===== src/fsp_pkg.sv =====
`default_nettype none
package fsp_pkg;

  // Largest point count that the lattice honors; a larger count is clamped.
  localparam int MAX_POINTS = 4096;

  localparam int IDX_W  = 12;
  localparam int CNT_W  = 13;
  localparam int RAD_W  = 16;
  localparam int COORD_W = 24;

  // Configuration register indexes.
  localparam int CFG_IDX_W = 2;
  localparam logic [CFG_IDX_W-1:0] REG_POINT_COUNT   = 2'd0;
  localparam logic [CFG_IDX_W-1:0] REG_SPHERE_RADIUS = 2'd1;

  localparam logic [CNT_W-1:0] POINT_COUNT_RST   = 13'd64;
  localparam logic [RAD_W-1:0] SPHERE_RADIUS_RST = 16'd256;

  // Golden angle in 2^-32 turns.
  localparam logic [31:0] GOLDEN_TURN = 32'd1640531527;

  localparam int CORDIC_STEPS = 24;
  localparam logic signed [32:0] CORDIC_START = 33'sd652032874;

  // Arctangent of 2^-k in 2^-32 turns.
  function automatic logic signed [32:0] atan_turn(input int k);
    logic signed [32:0] a;
    case (k)
      0:  a = 33'sd536870912;
      1:  a = 33'sd316933406;
      2:  a = 33'sd167458907;
      3:  a = 33'sd85004756;
      4:  a = 33'sd42667331;
      5:  a = 33'sd21354465;
      6:  a = 33'sd10679838;
      7:  a = 33'sd5340245;
      8:  a = 33'sd2670163;
      9:  a = 33'sd1335087;
      10: a = 33'sd667544;
      11: a = 33'sd333772;
      12: a = 33'sd166886;
      13: a = 33'sd83443;
      14: a = 33'sd41722;
      15: a = 33'sd20861;
      16: a = 33'sd10430;
      17: a = 33'sd5215;
      18: a = 33'sd2608;
      19: a = 33'sd1304;
      20: a = 33'sd652;
      21: a = 33'sd326;
      22: a = 33'sd163;
      23: a = 33'sd81;
      default: a = 33'sd0;
    endcase
    return a;
  endfunction

endpackage
`default_nettype wire


===== src/fsp_sqrt.sv =====
`default_nettype none
// Digit-by-digit integer square root, two root bits per stage.
module fsp_sqrt (
  input  wire logic        clk,
  input  wire logic [30:0] in_val,
  output logic      [15:0] out_root
);
  import fsp_pkg::*;

  localparam int STG = 8;

  logic [31:0] val_r  [STG];
  logic [17:0] rem_r  [STG];
  logic [15:0] root_r [STG];

  function automatic logic [33:0] sq_step(input logic [17:0] rem, input logic [1:0] pair,
                                          input logic [15:0] root);
    logic [19:0] t;
    logic [19:0] trial;
    logic [33:0] res;
    t     = {rem, pair};
    trial = {2'b00, root, 2'b01};
    if (t >= trial) begin
      res = {18'(t - trial), root[14:0], 1'b1};
    end else begin
      res = {t[17:0], root[14:0], 1'b0};
    end
    return res;
  endfunction

  genvar s;
  generate
    for (s = 0; s < STG; s++) begin : g_stg
      logic [31:0] val_in;
      logic [17:0] rem_in;
      logic [15:0] root_in;
      logic [33:0] st_a;
      logic [33:0] st_b;
      if (s == 0) begin : g_first
        assign val_in  = {1'b0, in_val};
        assign rem_in  = '0;
        assign root_in = '0;
      end else begin : g_next
        assign val_in  = val_r[s-1];
        assign rem_in  = rem_r[s-1];
        assign root_in = root_r[s-1];
      end
      assign st_a = sq_step(rem_in, val_in[31:30], root_in);
      assign st_b = sq_step(st_a[33:16], val_in[29:28], st_a[15:0]);
      always_ff @(posedge clk) begin
        val_r[s]  <= {val_in[27:0], 4'b0000};
        rem_r[s]  <= st_b[33:16];
        root_r[s] <= st_b[15:0];
      end
    end
  endgenerate

  assign out_root = root_r[STG-1];

endmodule
`default_nettype wire


===== config.mk =====
export PLATFORM = sky130hd
export DESIGN_NAME = fsp_sqrt
export DESIGN_NICKNAME = d
export VERILOG_FILES = /design/src/fsp_pkg.sv /design/src/fsp_sqrt.sv
export SDC_FILE = /design/constraint.sdc
export NUM_CORES = 1
export LEC_CHECK = 0
export ABC_AREA = 1
export ABC_CLOCK_PERIOD_IN_PS = 4600
export BUFFER_PORTS_ARGS = -buffer_cell sky130_fd_sc_hd__buf_4
export CAP_MARGIN = 10
export CORE_AREA = 4 4 172 208
export DETAILED_ROUTE_END_ITERATION = 10
export DIE_AREA = 0 0 176 212
export GPL_ROUTABILITY_DRIVEN = 0
export GPL_TIMING_DRIVEN = 0
export PLACE_DENSITY = 0.68
export SLEW_MARGIN = 5
export SYNTH_ARGS = -nofsm -noshare
export SYNTH_HDL_FRONTEND = slang
export SYNTH_SLANG_ARGS = --single-unit
export TNS_END_PERCENT = 20

===== constraint.sdc =====
create_clock -name clk -period 4.6 [get_ports clk]
set_clock_uncertainty 0.1 [all_clocks]
set_input_delay 0.23 -clock clk [delete_from_list [all_inputs] [get_ports clk]]
set_output_delay 0.23 -clock clk [all_outputs]
set_load 0.05 [all_outputs]

==> key figures <==
Run status
  • Run status: complete, no violations

Cells and area
  • Layout Nets: 2983
  • Synth-to-Final Area Change: 12.7%
  • Layout cell share with drive strength beyond 1: 9.51%
  • Fillers: 3214
  • Number of diodes: 0
  • Final Non-Filler Cells: 3284
  • Sequential Area: 5950 µm²
  • Multi-input logic area: 10800 µm²
  • Design area: 20700 µm²

Worst setup path
  • Crit path DAT: 4.62 ns
  • CP peak stage delay: 0.41 ns
  • Crit path launch type: flop
  • Required @ worst endpoint: 4.97 ns
  • CP cell instances: inv_1 > ha_1 > nand2_1 > inv_1 > nand2_1 > a21oi_1 > nor2_4 > nand2_4 > inv_2 > clkbuf_4 > nand2_1 > o21ai_0 > ha_1 > a21oi_1 > inv_1 > a31oi_1 > nor2_1 > a211oi_1 > nand3_1 > nand2_1 > nand2_2 > buf_2 > nand3_1 > nand2_1
  • Critical-path maximum fanout: 10
  • Worst r2r path cells: 24
  • Crit-path slowest cell: dfxtp_1
  • Worst setup EP type: flop
  • WS Path Type: reg -> reg
  • CP most frequent cell: nand2_1

Pwr
  • Clock share of power: 21.1%
  • Int Power: 0.00673 W
  • Leakage: 10.9 nW
  • Combinational power share: 50.0%
  • IR drop worst, VDD: 0.412 mV
  • Sw Pwr: 0.00550 W
  • Ratio of total power to cell area: 590 nW/µm²
  • Switching Share: 45.0%
  • Sequential share of power: 28.9%

Detailed routing
  • Routed vias: 17000
  • Antenna-violating nets left: 0
  • Final wirelength: 45700 µm
  • Pre-Repair DR Iteration Count: 6
  • Vias per Instance: 5.16
  • Post-route DRC: 0
  • WL/cell: 13.9 µm
  • Starting DRT DRC Count: 1188

Logic synthesis
  • Mapped Nets: 2872
  • #FFs+latches synth: 297
  • Synth Instances: 2692
  • Syn Area/Cell: 6.83 µm²
  • Yosys top cell area share: 32.3%
  • Synth area leader: dfxtp_1
  • Seq/Total Area, Yosys: 32.3%
  • Post-synth EDFFs: 0
  • Ys flop type: dfxtp_1
  • Post-Synthesis Cell Area: 18400 µm²
  • Synth cell types: 63
  • Yosys warning count: 0
  • Synth area leaders: dfxtp_1 32%, nand2_1 17%, ha_1 10%
  • Asr flop ratio synth: 0%

Global routing
  • Initial antenna violation count: 0
  • GRT overflow: 0
  • Total track usage: 24.2%
  • Largest net degree at the start of global routing: 17
  • First-pass GRT wire length: 74900 µm
  • Vias in the first global route: 16000

Timing
  • Tcrit/Tclk final: 92.6%
  • Least-Margin Pin Slew: 0.553 ns
  • # setup viols final: 0
  • Final hold viol count: 0
  • Max Clk Rate: 235 MHz
  • Max-slew headroom: 62.8%
  • RSZ-0062 raised after global routing: false
  • Fin. max-slew vios: 0
  • Total Neg Setup Slack: 0 ns
  • Final setup margin: 0.342 ns
  • Final min period: 4.26 ns

Placement
  • Pre-CTS setup slack: 0.0396 ns
  • Cell Count Post-Placement: 3195
  • Cell Area, Placed: 19300 µm²
  • Hpwl dp: 37400 µm
  • I/O Buffers: 47

Die
  • Rows: 74
  • Core ar.: 33700 µm²
  • Die area: 37300 µm²
  • Chip width: 176 µm
  • Initial core utilization: 54.6%
  • I/O pin total: 48
  • Die Ht: 212 µm

Clocking
  • H-tree Lvls: 1
  • Worst-skew pair later-pin latency: 0.58 ns
  • CTS max path bufs: 3
  • TritonCTS clock tree: done
  • TritonCTS Buffers: 31
  • CTS sink cnt: 297
  • Clock transition at the registers of the reported paths: 0.06 ns
  • # Post-CTS Setup Buffers: 0
  • Clock root buffer: clkbuf_16

Flow run
  • Max_cap viols: 0

Min path
  • Hold Path Class: in -> reg
  • Hold depth: 2
-- flip-flops by register name (all words and copies together), names as in the netlist --
| name | count |
|---|---|
| rem_r | 113 |
| val_r | 112 |
| root_r | 72 |
-- stage by stage --
stage | hold WS (ns) | total power (W) | utilization [%]
after global routing | 0.169 | 0.0133 | 61.5
after CTS | 0.159 | 0.0123 | 61.4
after detailed placement | 0.212 | 0.00960 | 57.3
after global placement | 0.210 | 0.00950 | 57.3
final | 0.194 | 0.0122 | 61.5
after floorplan | 0.158 | 0.00819 | -
-- Yosys cell counts, types with 3 or more instances --
cell	instances
nor2_2	26
nor2_1	218
o21ai_0	110
buf_4	4
nand3_4	3
xor2_1	61
o31ai_1	4
nand4_1	47
inv_1	373
a21oi_1	128
nand3_2	20
a21oi_2	5
nand4_2	3
dfxtp_1	297
o21a_1	10
a31oi_1	8
or2_0	3
nand2_2	30
nand2_1	809
nor2_4	11
a21o_1	8
nor3_1	31
nand3b_1	12
clkbuf_1	6
buf_2	3
ha_1	148
inv_2	19
nor4_1	3
nand3_1	189
or2_2	6
nand2_4	4
buf_6	7
o21bai_1	5
xnor2_1	35
o21ai_2	3
o21ai_1	8
-- critical path: cells and delay by family, from the launching register on --
family / cells / cell delay [ns]
buf+inv: 6 / 0.74
compound gates: 5 / 1.15
flops: 1 / 0.41
fa+ha+maj: 2 / 0.74
simple gates: 11 / 1.03
-- kinds of logic (layout without fill, tap and decap cells) --
family,count (synthesis),count (layout),share of synthesized area (%)
simple gates,1426,1426,34.5
xor+xnor,98,98,4.75
fa+ha+maj,148,148,10.1
flops,297,297,32.3
compound gates,304,304,9.28
buf+inv,419,555,9.12
-- power by group through the flow --
stage | registers, W | logic [W] | clock network (W)
final | 0.00353 | 0.00612 | 0.00259
after global routing | 0.00358 | 0.00697 | 0.00277
after CTS | 0.00353 | 0.00608 | 0.00266
after detailed placement | 0.00358 | 0.00602 | 0
after global placement | 0.00358 | 0.00592 | 0
after floorplan | 0.00344 | 0.00475 | 0
-- per-layer routing --
| metal | track usage (%) | vias to the layer above | share of wire, % |
|---|---|---|---|
| met5 | 0 | - | 0 |
| met4 | 10.2 | 0 | 4.1 |
| met3 | 2.67 | 139 | 4.6 |
| met2 | 43.5 | 433 | 49 |
| met1 | 29.4 | 7537 | 43 |
| li1 | - | 8842 | - |
-- layout by cell type (no fill, tap or decap), types with 35 or more instances in the layout --
master	synthesis	layout
xnor2_1	35	35
buf_4	4	51
nand4_1	47	47
nand3_1	189	188
dfxtp_1	297	296
ha_1	148	148
xor2_1	61	61
o21ai_0	110	110
nor2_1	218	218
inv_1	373	372
nand2_1	809	809
a21oi_1	128	128
-- layout make-up --
class / instances / area share [%]
Buffer: 24 / 0.942
Clock buffer: 37 / 4.09
Timing Repair Buffer: 78 / 3.20
Multi-Input combinational cell: 1976 / 52.0
Clock inverter: 21 / 1.11
Tap cell: 456 / 2.75
Inverter: 395 / 7.18
Sequential cell: 297 / 28.7
-- repair_timing --
action,CTS,global route
setup endpoints to repair,0,31
resized for setup,0,11
hold endpoints to repair,34,0
hold buffers,31,0
-- final timing paths --
path,start,to,slack (ns)
max,root_r[1][27],rem_r[6][14],0.34
min,in_val[3],val_r[0][3],0.19
max reg2reg,root_r[1][27],rem_r[6][14],0.34
min reg2reg,val_r[4][23],val_r[5][27],0.22
Power figures use the tool's default switching activity.
