File: src/fsp_pkg.sv
`default_nettype none
package fsp_pkg;

  // Largest point count that the lattice honors; a larger count is clamped.
  localparam int MAX_POINTS = 4096;

  localparam int IDX_W  = 12;
  localparam int CNT_W  = 13;
  localparam int RAD_W  = 16;
  localparam int COORD_W = 24;

  // Configuration register indexes.
  localparam int CFG_IDX_W = 2;
  localparam logic [CFG_IDX_W-1:0] REG_POINT_COUNT   = 2'd0;
  localparam logic [CFG_IDX_W-1:0] REG_SPHERE_RADIUS = 2'd1;

  localparam logic [CNT_W-1:0] POINT_COUNT_RST   = 13'd64;
  localparam logic [RAD_W-1:0] SPHERE_RADIUS_RST = 16'd256;

  // Golden angle in 2^-32 turns.
  localparam logic [31:0] GOLDEN_TURN = 32'd1640531527;

  localparam int CORDIC_STEPS = 24;
  localparam logic signed [32:0] CORDIC_START = 33'sd652032874;

  // Arctangent of 2^-k in 2^-32 turns.
  function automatic logic signed [32:0] atan_turn(input int k);
    logic signed [32:0] a;
    case (k)
      0:  a = 33'sd536870912;
      1:  a = 33'sd316933406;
      2:  a = 33'sd167458907;
      3:  a = 33'sd85004756;
      4:  a = 33'sd42667331;
      5:  a = 33'sd21354465;
      6:  a = 33'sd10679838;
      7:  a = 33'sd5340245;
      8:  a = 33'sd2670163;
      9:  a = 33'sd1335087;
      10: a = 33'sd667544;
      11: a = 33'sd333772;
      12: a = 33'sd166886;
      13: a = 33'sd83443;
      14: a = 33'sd41722;
      15: a = 33'sd20861;
      16: a = 33'sd10430;
      17: a = 33'sd5215;
      18: a = 33'sd2608;
      19: a = 33'sd1304;
      20: a = 33'sd652;
      21: a = 33'sd326;
      22: a = 33'sd163;
      23: a = 33'sd81;
      default: a = 33'sd0;
    endcase
    return a;
  endfunction

endpackage
`default_nettype wire

File: src/fsp_div.sv
`default_nettype none
// Restoring divider, two quotient bits per stage. The dividend is
// (num_hi * 2^16 + cnt) and the divisor 2 * cnt; the quotient is below 2^16.
module fsp_div (
  input  wire logic                     clk,
  input  wire logic [13:0]              in_num_hi,
  input  wire logic [fsp_pkg::CNT_W-1:0] in_cnt,
  output logic      [15:0]              out_quot
);
  import fsp_pkg::*;

  localparam int STG = 8;

  logic [13:0] rem_r [STG];
  logic [15:0] quo_r [STG];
  logic [15:0] low;
  logic [13:0] dvs;

  assign low = {3'b000, in_cnt};
  assign dvs = {in_cnt, 1'b0};

  function automatic logic [14:0] div_step(input logic [13:0] rem, input logic b,
                                           input logic [13:0] d);
    logic [14:0] t;
    logic [14:0] res;
    t = {rem, b};
    if (t >= {1'b0, d}) begin
      res = {1'b1, 14'(t - {1'b0, d})};
    end else begin
      res = {1'b0, t[13:0]};
    end
    return res;
  endfunction

  genvar s;
  generate
    for (s = 0; s < STG; s++) begin : g_stg
      logic [13:0] rem_in;
      logic [15:0] quo_in;
      logic [14:0] st_a;
      logic [14:0] st_b;
      if (s == 0) begin : g_first
        assign rem_in = in_num_hi;
        assign quo_in = '0;
      end else begin : g_next
        assign rem_in = rem_r[s-1];
        assign quo_in = quo_r[s-1];
      end
      assign st_a = div_step(rem_in, low[15-2*s], dvs);
      assign st_b = div_step(st_a[13:0], low[14-2*s], dvs);
      always_ff @(posedge clk) begin
        rem_r[s] <= st_b[13:0];
        quo_r[s] <= {quo_in[13:0], st_a[14], st_b[14]};
      end
    end
  endgenerate

  assign out_quot = quo_r[STG-1];

endmodule
`default_nettype wire

File: config.mk
export PLATFORM = sky130hd
export DESIGN_NAME = fsp_div
export DESIGN_NICKNAME = d
export VERILOG_FILES = /design/src/fsp_pkg.sv /design/src/fsp_div.sv
export SDC_FILE = /design/constraint.sdc
export NUM_CORES = 1
export LEC_CHECK = 0
export BUFFER_PORTS_ARGS = -buffer_cell sky130_fd_sc_hd__buf_4
export CAP_MARGIN = 40
export CORE_UTILIZATION = 40
export CTS_BUF_LIST = sky130_fd_sc_hd__clkbuf_4 sky130_fd_sc_hd__clkbuf_8
export DETAILED_ROUTE_END_ITERATION = 7
export GPL_ROUTABILITY_DRIVEN = 0
export SLEW_MARGIN = 20
export SYNTH_ARGS = -nofsm -noshare
export SYNTH_HDL_FRONTEND = slang
export SYNTH_SLANG_ARGS = --single-unit
export TNS_END_PERCENT = 20
File: constraint.sdc
create_clock -name clk -period 7.4 [get_ports clk]
set_clock_uncertainty 0.05 [all_clocks]
set_input_delay 0.74 -clock clk [delete_from_list [all_inputs] [get_ports clk]]
set_output_delay 0.74 -clock clk [all_outputs]
set_load 0.03 [all_outputs]
==> run metrics, run 1 <==
pin count of the biggest net entering global routing=26; hold-critical path endpoint=quo_r[0][37]; RSZ-0062 raised after global routing=false; total standard cell area after synthesis=0.0144 mm2; core box area=0.0355 mm2; sort of element at the end of the critical path=flip-flop; total die area=0.0368 mm2; Slew HR=0.356; final worst path period share=0.816; Placed Instances=2166; number of iterations in the first detailed-routing pass=5; summed negative setup slack over all endpoints=0 ns; count of H-tree levels built during CTS=4; Min-Delay Startpoint=quo_r[0][19]; GRT Util Overall=0.213; post-detailed-routing wire length=38300 um; number of buffers on the longest clock path=2; antenna fix cells=0; count of cell types in the netlist=81; initial drt markers=814; run status=complete, no violations; row count=69; number of buffers added to fix hold violations after cts=0; final number of hold-violating endpoints=0; total gr overflow=0; Die X-Extent=192 um; EDFF count, synth=0; routed via count=12.4k; Final Critical Period=6.04 ns; number of maximum-capacitance constraint violations=0; mean cell area of the mapped netlist=8.70 um2; CP max FO=18; Post-Synthesis Net Count=1903; Setup Fix Bufs, Post-CTS=0; number of cells in the finished layout apart from fillers=2198; worst-case reg-to-reg path depth=18; post-place instance area=0.0154 mm2; ratio of cells with drive above 1 in the final layout=0.141; hold path cells=0; launching element type of the critical path=primary input; r2r endpoint=rem_r[4][3]; Async SR Flop Fraction=0; cts bufs inserted=17; number of top-level pins=44; Post-Syn Instances=1655; layout overhead on the synthesized area=9.88%; ratio of routed vias to standard cells=5.63; vias in the first global route=11.8k; Yosys warning total=0; Reg clk slew, reported paths=0.10 ns; number of cells upsized or downsized after cts=0; sequential area share after synthesis=0.235; number of DRC violations after detailed routing=0; Port-buffer cells=43; clock latency of the later-clocked register in the worst-skew pair=0.50 ns; launch point of the worst reg-to-reg path=rem_r[3][0]; global-route wire length before repair=61100 um; final setup violation count=0; detailed placement HPWL=29700 um; clock sink count=169; top flip-flop cell by instance count after synthesis=dfxtp_1; fin. max-slew vios=0; effective utilization at floorplan=0.406; count of antenna-violating nets left after detailed routing=0; CP Data Arrival Time=6.38 ns; timing-limited maximum frequency=166 MHz; register bit total from synthesis=169; slew at the pin with the worst max-slew slack=0.966 ns; Post-layout nets=1972; average wire length per cell after detail routing=17.4 um; final std cell area, no fill=0.0158 mm2; hold crit path type=flip-flop to flip-flop; clock tree from TritonCTS=yes; critical path class=primary input to flip-flop; number of antenna violations at the first check in global routing=0; required time of the critical path=7.74 ns; R2R setup slack=1.42 ns; Root Buffer Master=clkbuf_8; Die Y=192 um
[worst max-delay path, cell delays in order]
cell,delay (ns)
buf_4,0.10
inv_1,0.49
buf_4,0.29
ha_1,0.27
nor3_1,0.08
and3_1,0.19
o41a_1,0.44
o21bai_4,0.45
mux2_2,0.42
ha_1,0.34
a21o_1,0.20
a21oi_1,0.15
o21ai_0,0.19
a41o_1,0.31
nor3_1,0.23
o21ai_0,0.24
a221oi_4,0.78
mux2_2,0.42
[final cells by class]
cell class / count / area (um2)
multi-input combinational: 1364 / 10500
clock buffer: 17 / 234
timing repair buffer: 74 / 556
sequential: 169 / 3380
clock inverter: 15 / 181
inverter: 98 / 370
tap: 461 / 577
fill: 3483 / 19700
[routing by layer]
layer	GRT usage	vias up	share of wire
met4	0.0672	0	0.023
li1	-	6223	-
met5	0	-	0
met3	0.0329	57	0.039
met1	0.280	5850	0.48
met2	0.356	253	0.46
[cells in the final DEF (no fill, tap or decap), drive strengths merged, types with 12 or more instances in the layout]
cell    count
o31ai      17
and3       12
a31oi      13
nor2b      29
nor2      140
nor3       37
a21o       30
a21oi     144
clkbuf     17
nor4       13
o21ai     105
xor2       41
dfxtp     169
nand2      79
inv       107
mux2i      16
o21bai     22
nand3      29
o21a       32
nand2b     15
fa         14
mux2      111
ha        206
a211oi     17
xnor2      88
buf        74
nand4      25
or3        16
[state kept, by name, indices dropped and copies added, names as in the netlist]
signal  count
rem_r      97
quo_r      72
[cell families (layout without fill, tap and decap cells)]
group	Yosys count	count (layout)	share of synthesized area
mux	127	127	0.0998
buf+inv	122	204	0.0344
xor+xnor	129	129	0.0785
simple gates	426	426	0.144
flops	169	169	0.235
fa+ha+maj	220	220	0.199
compound gates	462	462	0.210
[cells in the mapped netlist, drive strengths merged, types with 8 or more instances]
| cell type | count | share of area |
|---|---|---|
| a211oi | 17 | 0.0092 |
| a21o | 30 | 0.016 |
| a21oi | 144 | 0.051 |
| a31oi | 13 | 0.0056 |
| and2 | 8 | 0.0035 |
| and3 | 12 | 0.0052 |
| buf | 13 | 0.0057 |
| clkbuf | 11 | 0.0030 |
| dfxtp | 169 | 0.24 |
| fa | 14 | 0.019 |
| ha | 206 | 0.18 |
| inv | 98 | 0.026 |
| mux2 | 111 | 0.089 |
| mux2i | 16 | 0.011 |
| nand2 | 79 | 0.021 |
| nand2b | 15 | 0.0065 |
| nand3 | 29 | 0.010 |
| nand4 | 25 | 0.011 |
| nor2 | 140 | 0.037 |
| nor2b | 29 | 0.013 |
| nor3 | 37 | 0.013 |
| nor4 | 13 | 0.0056 |
| o2111ai | 9 | 0.0059 |
| o211ai | 11 | 0.0057 |
| o21a | 32 | 0.017 |
| o21ai | 105 | 0.037 |
| o21bai | 22 | 0.013 |
| o31a | 9 | 0.0055 |
| o31ai | 17 | 0.0089 |
| or3 | 16 | 0.0070 |
| xnor2 | 88 | 0.054 |
| xor2 | 41 | 0.025 |
[worst max path at each step]
stage / cells after the start / slack [ns] / startpoint / endpoint
4_1_cts: 18 / 1.45 / in_cnt[7] / rem_r[4][3]
6_report: 18 / 1.36 / in_cnt[7] / rem_r[4][3]
2_1_floorplan: 20 / 1.93 / in_cnt[2] / rem_r[5][10]
3_5_place_dp: 18 / 0.91 / in_cnt[7] / rem_r[4][3]
3_3_place_gp: 18 / 1.04 / in_cnt[0] / rem_r[4][5]
5_1_grt: 19 / 1.06 / in_cnt[7] / rem_r[2][3]
[per-stage QoR]
stage	setup WS, ns	hold slack, ns	utilization
finish	1.36	0.283	0.446
global route	1.06	0.258	0.446
CTS	1.45	0.257	0.446
detailed placement	0.911	0.262	0.434
global placement	1.04	0.260	0.434
floorplan	1.93	0.260	-
Power of run 1 is not shown: default switching activity piles up to over one toggle a cycle in this logic, so the estimate is an artifact.
==> inputs of run 2 (changes only) <==
Clock period 7.4 ns to 5.3 ns, I/O delays scaled along.
==> run 2 against run 1 <==
  * Critical path depth is 2 higher
  * Non-clock buffer count grew 105
  * Sequential share of layout area decreased by 1.3 points
  * Largest cell class unchanged
  * Highest routed layer unchanged
==> run metrics, run 2 (same netlist as run 1, synthesis figures left out) <==
cell mode on critical path=o21ai_0; timing-limited maximum frequency=198 MHz; slew at the pin with the worst max-slew slack=0.579 ns (-0.387 ns); launching instance or port of the critical path=rem_r[1][0]; most frequent cells in the layout=206 x ha_1, 169 x dfxtp_1, 167 x buf_4; most common cell after layout, fill and taps aside=ha_1; number of iterations in the first detailed-routing pass=5 (unchanged); antenna fix cells=0 (unchanged); hold crit path type=primary input to flip-flop; run status=complete, no violations; clock sink count=169 (unchanged); critical path class=flip-flop to flip-flop; clock latency of the later-clocked register in the worst-skew pair=0.50 ns (about the same); number of antenna violations at the first check in global routing=0 (unchanged); ratio of routed vias to standard cells=5.59 (-0.70%); r2r endpoint=rem_r[2][3]; routed via count=12.9k (+4.0%); Reg clk slew, reported paths=0.10 ns (about the same); number of maximum-capacitance constraint violations=0 (unchanged); clock tree from TritonCTS=yes; worst-case reg-to-reg path depth=20 (+2); Die X-Extent=192 um (unchanged); cts bufs inserted=17 (unchanged); detailed placement HPWL=31600 um (+6.6%); row count=69 (unchanged); maximum single-stage delay on the critical path=0.41 ns (-0.37 ns); post-detailed-routing wire length=39900 um (+4.1%); core box area=0.0355 mm2 (unchanged); number of cells upsized or downsized after cts=0 (unchanged); flip-flop count of the largest register, all copies and words added=97 (unchanged); Final Critical Period=5.05 ns; layout overhead on the synthesized area=16.7%; ordered list of cells on the worst path=inv_1 > ha_1 > fa_1 > nor2b_1 > o21bai_1 > and3_1 > o41a_1 > o21a_1 > or3_1 > o21ai_0 > ha_1 > a21o_1 > a21oi_1 > o21ai_0 > a41o_1 > nor3_1 > o21ai_0 > a221oi_4 > buf_12 > mux2_2; number of buffers and inverters on the critical path=2 (-1); total die area=0.0368 mm2 (unchanged); Min-Delay Startpoint=in_cnt[2]; sort of element at the end of the critical path=flip-flop; Setup Fix Bufs, Post-CTS=0 (unchanged); Port-buffer cells=43 (unchanged); fin. max-slew vios=0 (unchanged); Regs by FF count=rem_r: 97 flops, quo_r: 72 flops; final number of hold-violating endpoints=0 (unchanged); count of H-tree levels built during CTS=4 (unchanged); final standard cell utilization of the core=0.474 (+0.0277); launch point of the worst reg-to-reg path=rem_r[1][0]; RSZ-0062 raised after global routing=false; family with the most delay on the worst path=compound AO/OA/AOI/OAI gates; CP max FO=14 (-4); effective utilization at floorplan=0.406 (unchanged); Root Buffer Master=clkbuf_8; post-place instance area=0.0163 mm2 (+6.1%); pin count of the biggest net entering global routing=22 (-15%); CP Data Arrival Time=5.40 ns (-0.98 ns); final worst path period share=0.953; required time of the critical path=5.64 ns (-2.10 ns); initial drt markers=596 (-27%); summed negative setup slack over all endpoints=0 ns (unchanged); Slew HR=0.610 (+0.254); worst setup path endpoint=rem_r[2][3]; Post-layout nets=2077 (+5.3%); number of buffers added to fix hold violations after cts=0 (unchanged); GRT Util Overall=0.222 (+0.00927); average wire length per cell after detail routing=17.3 um (-0.65%); number of buffers on the longest clock path=2 (unchanged); WHS=0.0794 ns (-0.203 ns); ratio of cells with drive above 1 in the final layout=0.191 (+0.0495); Crit. path cell count=20 (+2); number of top-level pins=44 (unchanged); slowest stage cell, crit path=fa_1; total gr overflow=0 (unchanged); launching element type of the critical path=flip-flop; R2R setup slack=0.25 ns (-1.17 ns); Die Y=192 um (unchanged); final std cell area, no fill=0.0168 mm2 (+6.2%); register ranked first by flip-flop count=rem_r; number of DRC violations after detailed routing=0 (unchanged); count of antenna-violating nets left after detailed routing=0 (unchanged); vias in the first global route=12.5k (+6.1%); final setup violation count=0 (unchanged); global-route wire length before repair=64200 um (+4.9%)
[run 2: worst min-delay path by stage]
stage | endpoint | slack [ns] | cells past startpoint
2_1_floorplan | quo_r[0][18] | 0.26 | 0
3_3_place_gp | quo_r[1][25] | 0.26 | 0
3_5_place_dp | quo_r[1][59] | 0.26 | 0
4_1_cts | rem_r[6][0] | 0.04 | 1
5_1_grt | rem_r[6][0] | 0.05 | 1
6_report | rem_r[6][0] | 0.08 | 1
[run 2: per-layer routing]
| layer | global-route usage | share of wire | vias to the layer above |
|---|---|---|---|
| li1 | - | - | 6443 |
| met3 | 0.0336 | 0.050 | 58 |
| met5 | 0 | 0 | - |
| met4 | 0.0711 | 0.025 | 0 |
| met2 | 0.385 | 0.48 | 312 |
| met1 | 0.281 | 0.45 | 6071 |
[run 2: final cells by class]
class	count	area [um2]
inverters	98	370
clock buffers	19	255
multi-input cells	1364	10500
repair buffers	179	1490
fillers	3432	18700
flip-flops and latches	169	3380
clock inverters	13	193
well taps	461	577
[run 2: metrics by stage]
| step | setup slack (ns) | std cells |
|---|---|---|
| finish | 0.247 | 2303 |
| floorplan | 0.0446 | 1655 |
| detailed placement | -0.0615 | 2271 |
| global placement | -0.0310 | 2271 |
| global route | 0.00909 | 2303 |
| CTS | 0.284 | 2303 |
Power of run 2 is left out for the same reason.
==> inputs of run 3 (changes only) <==
Settings changed: CELL_PAD_IN_SITES_DETAIL_PLACEMENT from default to 1, CELL_PAD_IN_SITES_GLOBAL_PLACEMENT from default to 1, PLACE_DENSITY_LB_ADDON from default to 0.1.
==> run 3 against run 2 <==
  * Worst setup slack better by 0.023 ns
  * Die area stayed put
  * Design area grew 1.3%
  * Sequential share of layout area decreased by 0.25 points
==> run metrics, run 3 (same netlist as run 1, synthesis figures left out) <==
WHS=0.0557 ns (-0.0237 ns); ratio of cells with drive above 1 in the final layout=0.209 (+0.0185); most frequent cells in the layout=215 x buf_4, 206 x ha_1, 169 x dfxtp_1; launching instance or port of the critical path=rem_r[3][0]; number of buffers on the longest clock path=2 (unchanged); effective utilization at floorplan=0.406 (unchanged); Port-buffer cells=43 (unchanged); count of H-tree levels built during CTS=4 (unchanged); Setup Fix Bufs, Post-CTS=0 (unchanged); register ranked first by flip-flop count=rem_r; antenna fix cells=0 (unchanged); final std cell area, no fill=0.0170 mm2 (+1.3%); worst-case reg-to-reg path depth=20 (unchanged); R2R setup slack=0.27 ns (+0.02 ns); clock latency of the later-clocked register in the worst-skew pair=0.53 ns (+0.03 ns); RSZ-0062 raised after global routing=false; critical path class=flip-flop to flip-flop; Slew HR=0.635 (+0.0256); ordered list of cells on the worst path=inv_1 > ha_1 > fa_1 > and2b_1 > o21bai_4 > and3_1 > o41a_1 > o21bai_4 > buf_4 > mux2_2 > ha_1 > a21o_1 > a21oi_1 > o21ai_0 > a41o_1 > nor3_1 > o21ai_0 > a221oi_4 > buf_4 > mux2_2; number of maximum-capacitance constraint violations=0 (unchanged); Setup WS pre-CTS=-0.0939 ns (-0.0324 ns); average wire length per cell after detail routing=19.6 um (+13%); Min-Delay Startpoint=in_cnt[4]; number of top-level pins=44 (unchanged); ratio of routed vias to standard cells=5.59 (about the same); launching element type of the critical path=flip-flop; flip-flop count of the largest register, all copies and words added=97 (unchanged); CP max FO=5 (-9); number of DRC violations after detailed routing=0 (unchanged); Reg clk slew, reported paths=0.12 ns (+0.02 ns); pin count of the biggest net entering global routing=22 (unchanged); total die area=0.0368 mm2 (unchanged); final number of hold-violating endpoints=0 (unchanged); hold path cells=1 (unchanged); global-route wire length before repair=73400 um (+14%); Final Critical Period=5.03 ns (-0.0234 ns); timing-limited maximum frequency=199 MHz (+0.47%); slowest stage cell, crit path=o41a_1; r2r endpoint=rem_r[4][5]; required time of the critical path=5.68 ns (+0.04 ns); launch point of the worst reg-to-reg path=rem_r[3][0]; CP Data Arrival Time=5.41 ns (about the same); total gr overflow=0 (unchanged); Regs by FF count=rem_r: 97 flops, quo_r: 72 flops; post-detailed-routing wire length=46000 um (+15%); hold crit path type=primary input to flip-flop; slew at the pin with the worst max-slew slack=0.542 ns (-0.0369 ns); Root Buffer Master=clkbuf_8; maximum single-stage delay on the critical path=0.43 ns (+0.02 ns); Placed Instances=2314 (+1.9%); post-place instance area=0.0166 mm2 (+1.6%); Post-layout nets=2120 (+2.1%); run status=complete, no violations; GRT Util Overall=0.258 (+0.0357); most common cell after layout, fill and taps aside=buf_4; number of buffers and inverters on the critical path=3 (+1); number of iterations in the first detailed-routing pass=5 (unchanged); number of antenna violations at the first check in global routing=1 (+1); fin. max-slew vios=0 (unchanged); detailed placement HPWL=37800 um (+20%); layout overhead on the synthesized area=18.2%; final setup violation count=0 (unchanged); number of cells in the finished layout apart from fillers=2346 (+1.9%); filler cell count in the final layout=4202 (+22%); core box area=0.0355 mm2 (unchanged); family with the most delay on the worst path=compound AO/OA/AOI/OAI gates; vias in the first global route=13.7k (+9.5%); Die Y=192 um (unchanged); cts bufs inserted=17 (unchanged); final worst path period share=0.949 (-0.00442); initial drt markers=453 (-24%); hold-critical path endpoint=rem_r[5][0]; Die X-Extent=192 um (unchanged); clock tree from TritonCTS=yes; count of antenna-violating nets left after detailed routing=0 (unchanged); worst path setup slack after routing=0.270 ns (+0.0234 ns); sort of element at the end of the critical path=flip-flop; row count=69 (unchanged); routed via count=13.1k (+1.8%); clock sink count=169 (unchanged)
run 3: worst max path at each step:
stage                    to  slack (ns)  cells past startpoint
2_1_floorplan  rem_r[5][10]        0.04                     20
4_1_cts         rem_r[4][5]        0.26                     20
3_5_place_dp    rem_r[2][6]       -0.09                     20
5_1_grt         rem_r[4][5]       0.005                     20
6_report        rem_r[4][5]        0.27                     20
3_3_place_gp    rem_r[2][9]        0.06                     20
run 3: cell type report:
class	count	area, um2	area share
sequential	169	3380	0.199
clock inverter	15	174	0.0102
tap	461	577	0.0339
multi-input combinational	1364	10500	0.618
inverter	98	370	0.0218
timing repair buffer	222	1750	0.103
clock buffer	17	234	0.0138
run 3: layer usage:
metal  wire length (um)  track usage  up-vias
li1                   -            -     6515
met1              21000        0.318     6355
met2              22700        0.459      171
met3                897       0.0256       73
met4               1320       0.0989        0
met5                  0            0        -
run 3: what timing repair did:
action / 4_1_cts / 5_1_grt
hold buffers: 0 / 0
endpoints found under the setup margin: 0 / 11
resized for setup: 0 / 2
run 3: per-stage QoR:
step | TNS [ns] | util
floorplan | 0 | -
finish | 0 | 0.480
CTS | 0 | 0.479
global route | 0 | 0.480
detailed placement | -1.20 | 0.468
global placement | 0 | 0.468
Power of run 3 is left out for the same reason.
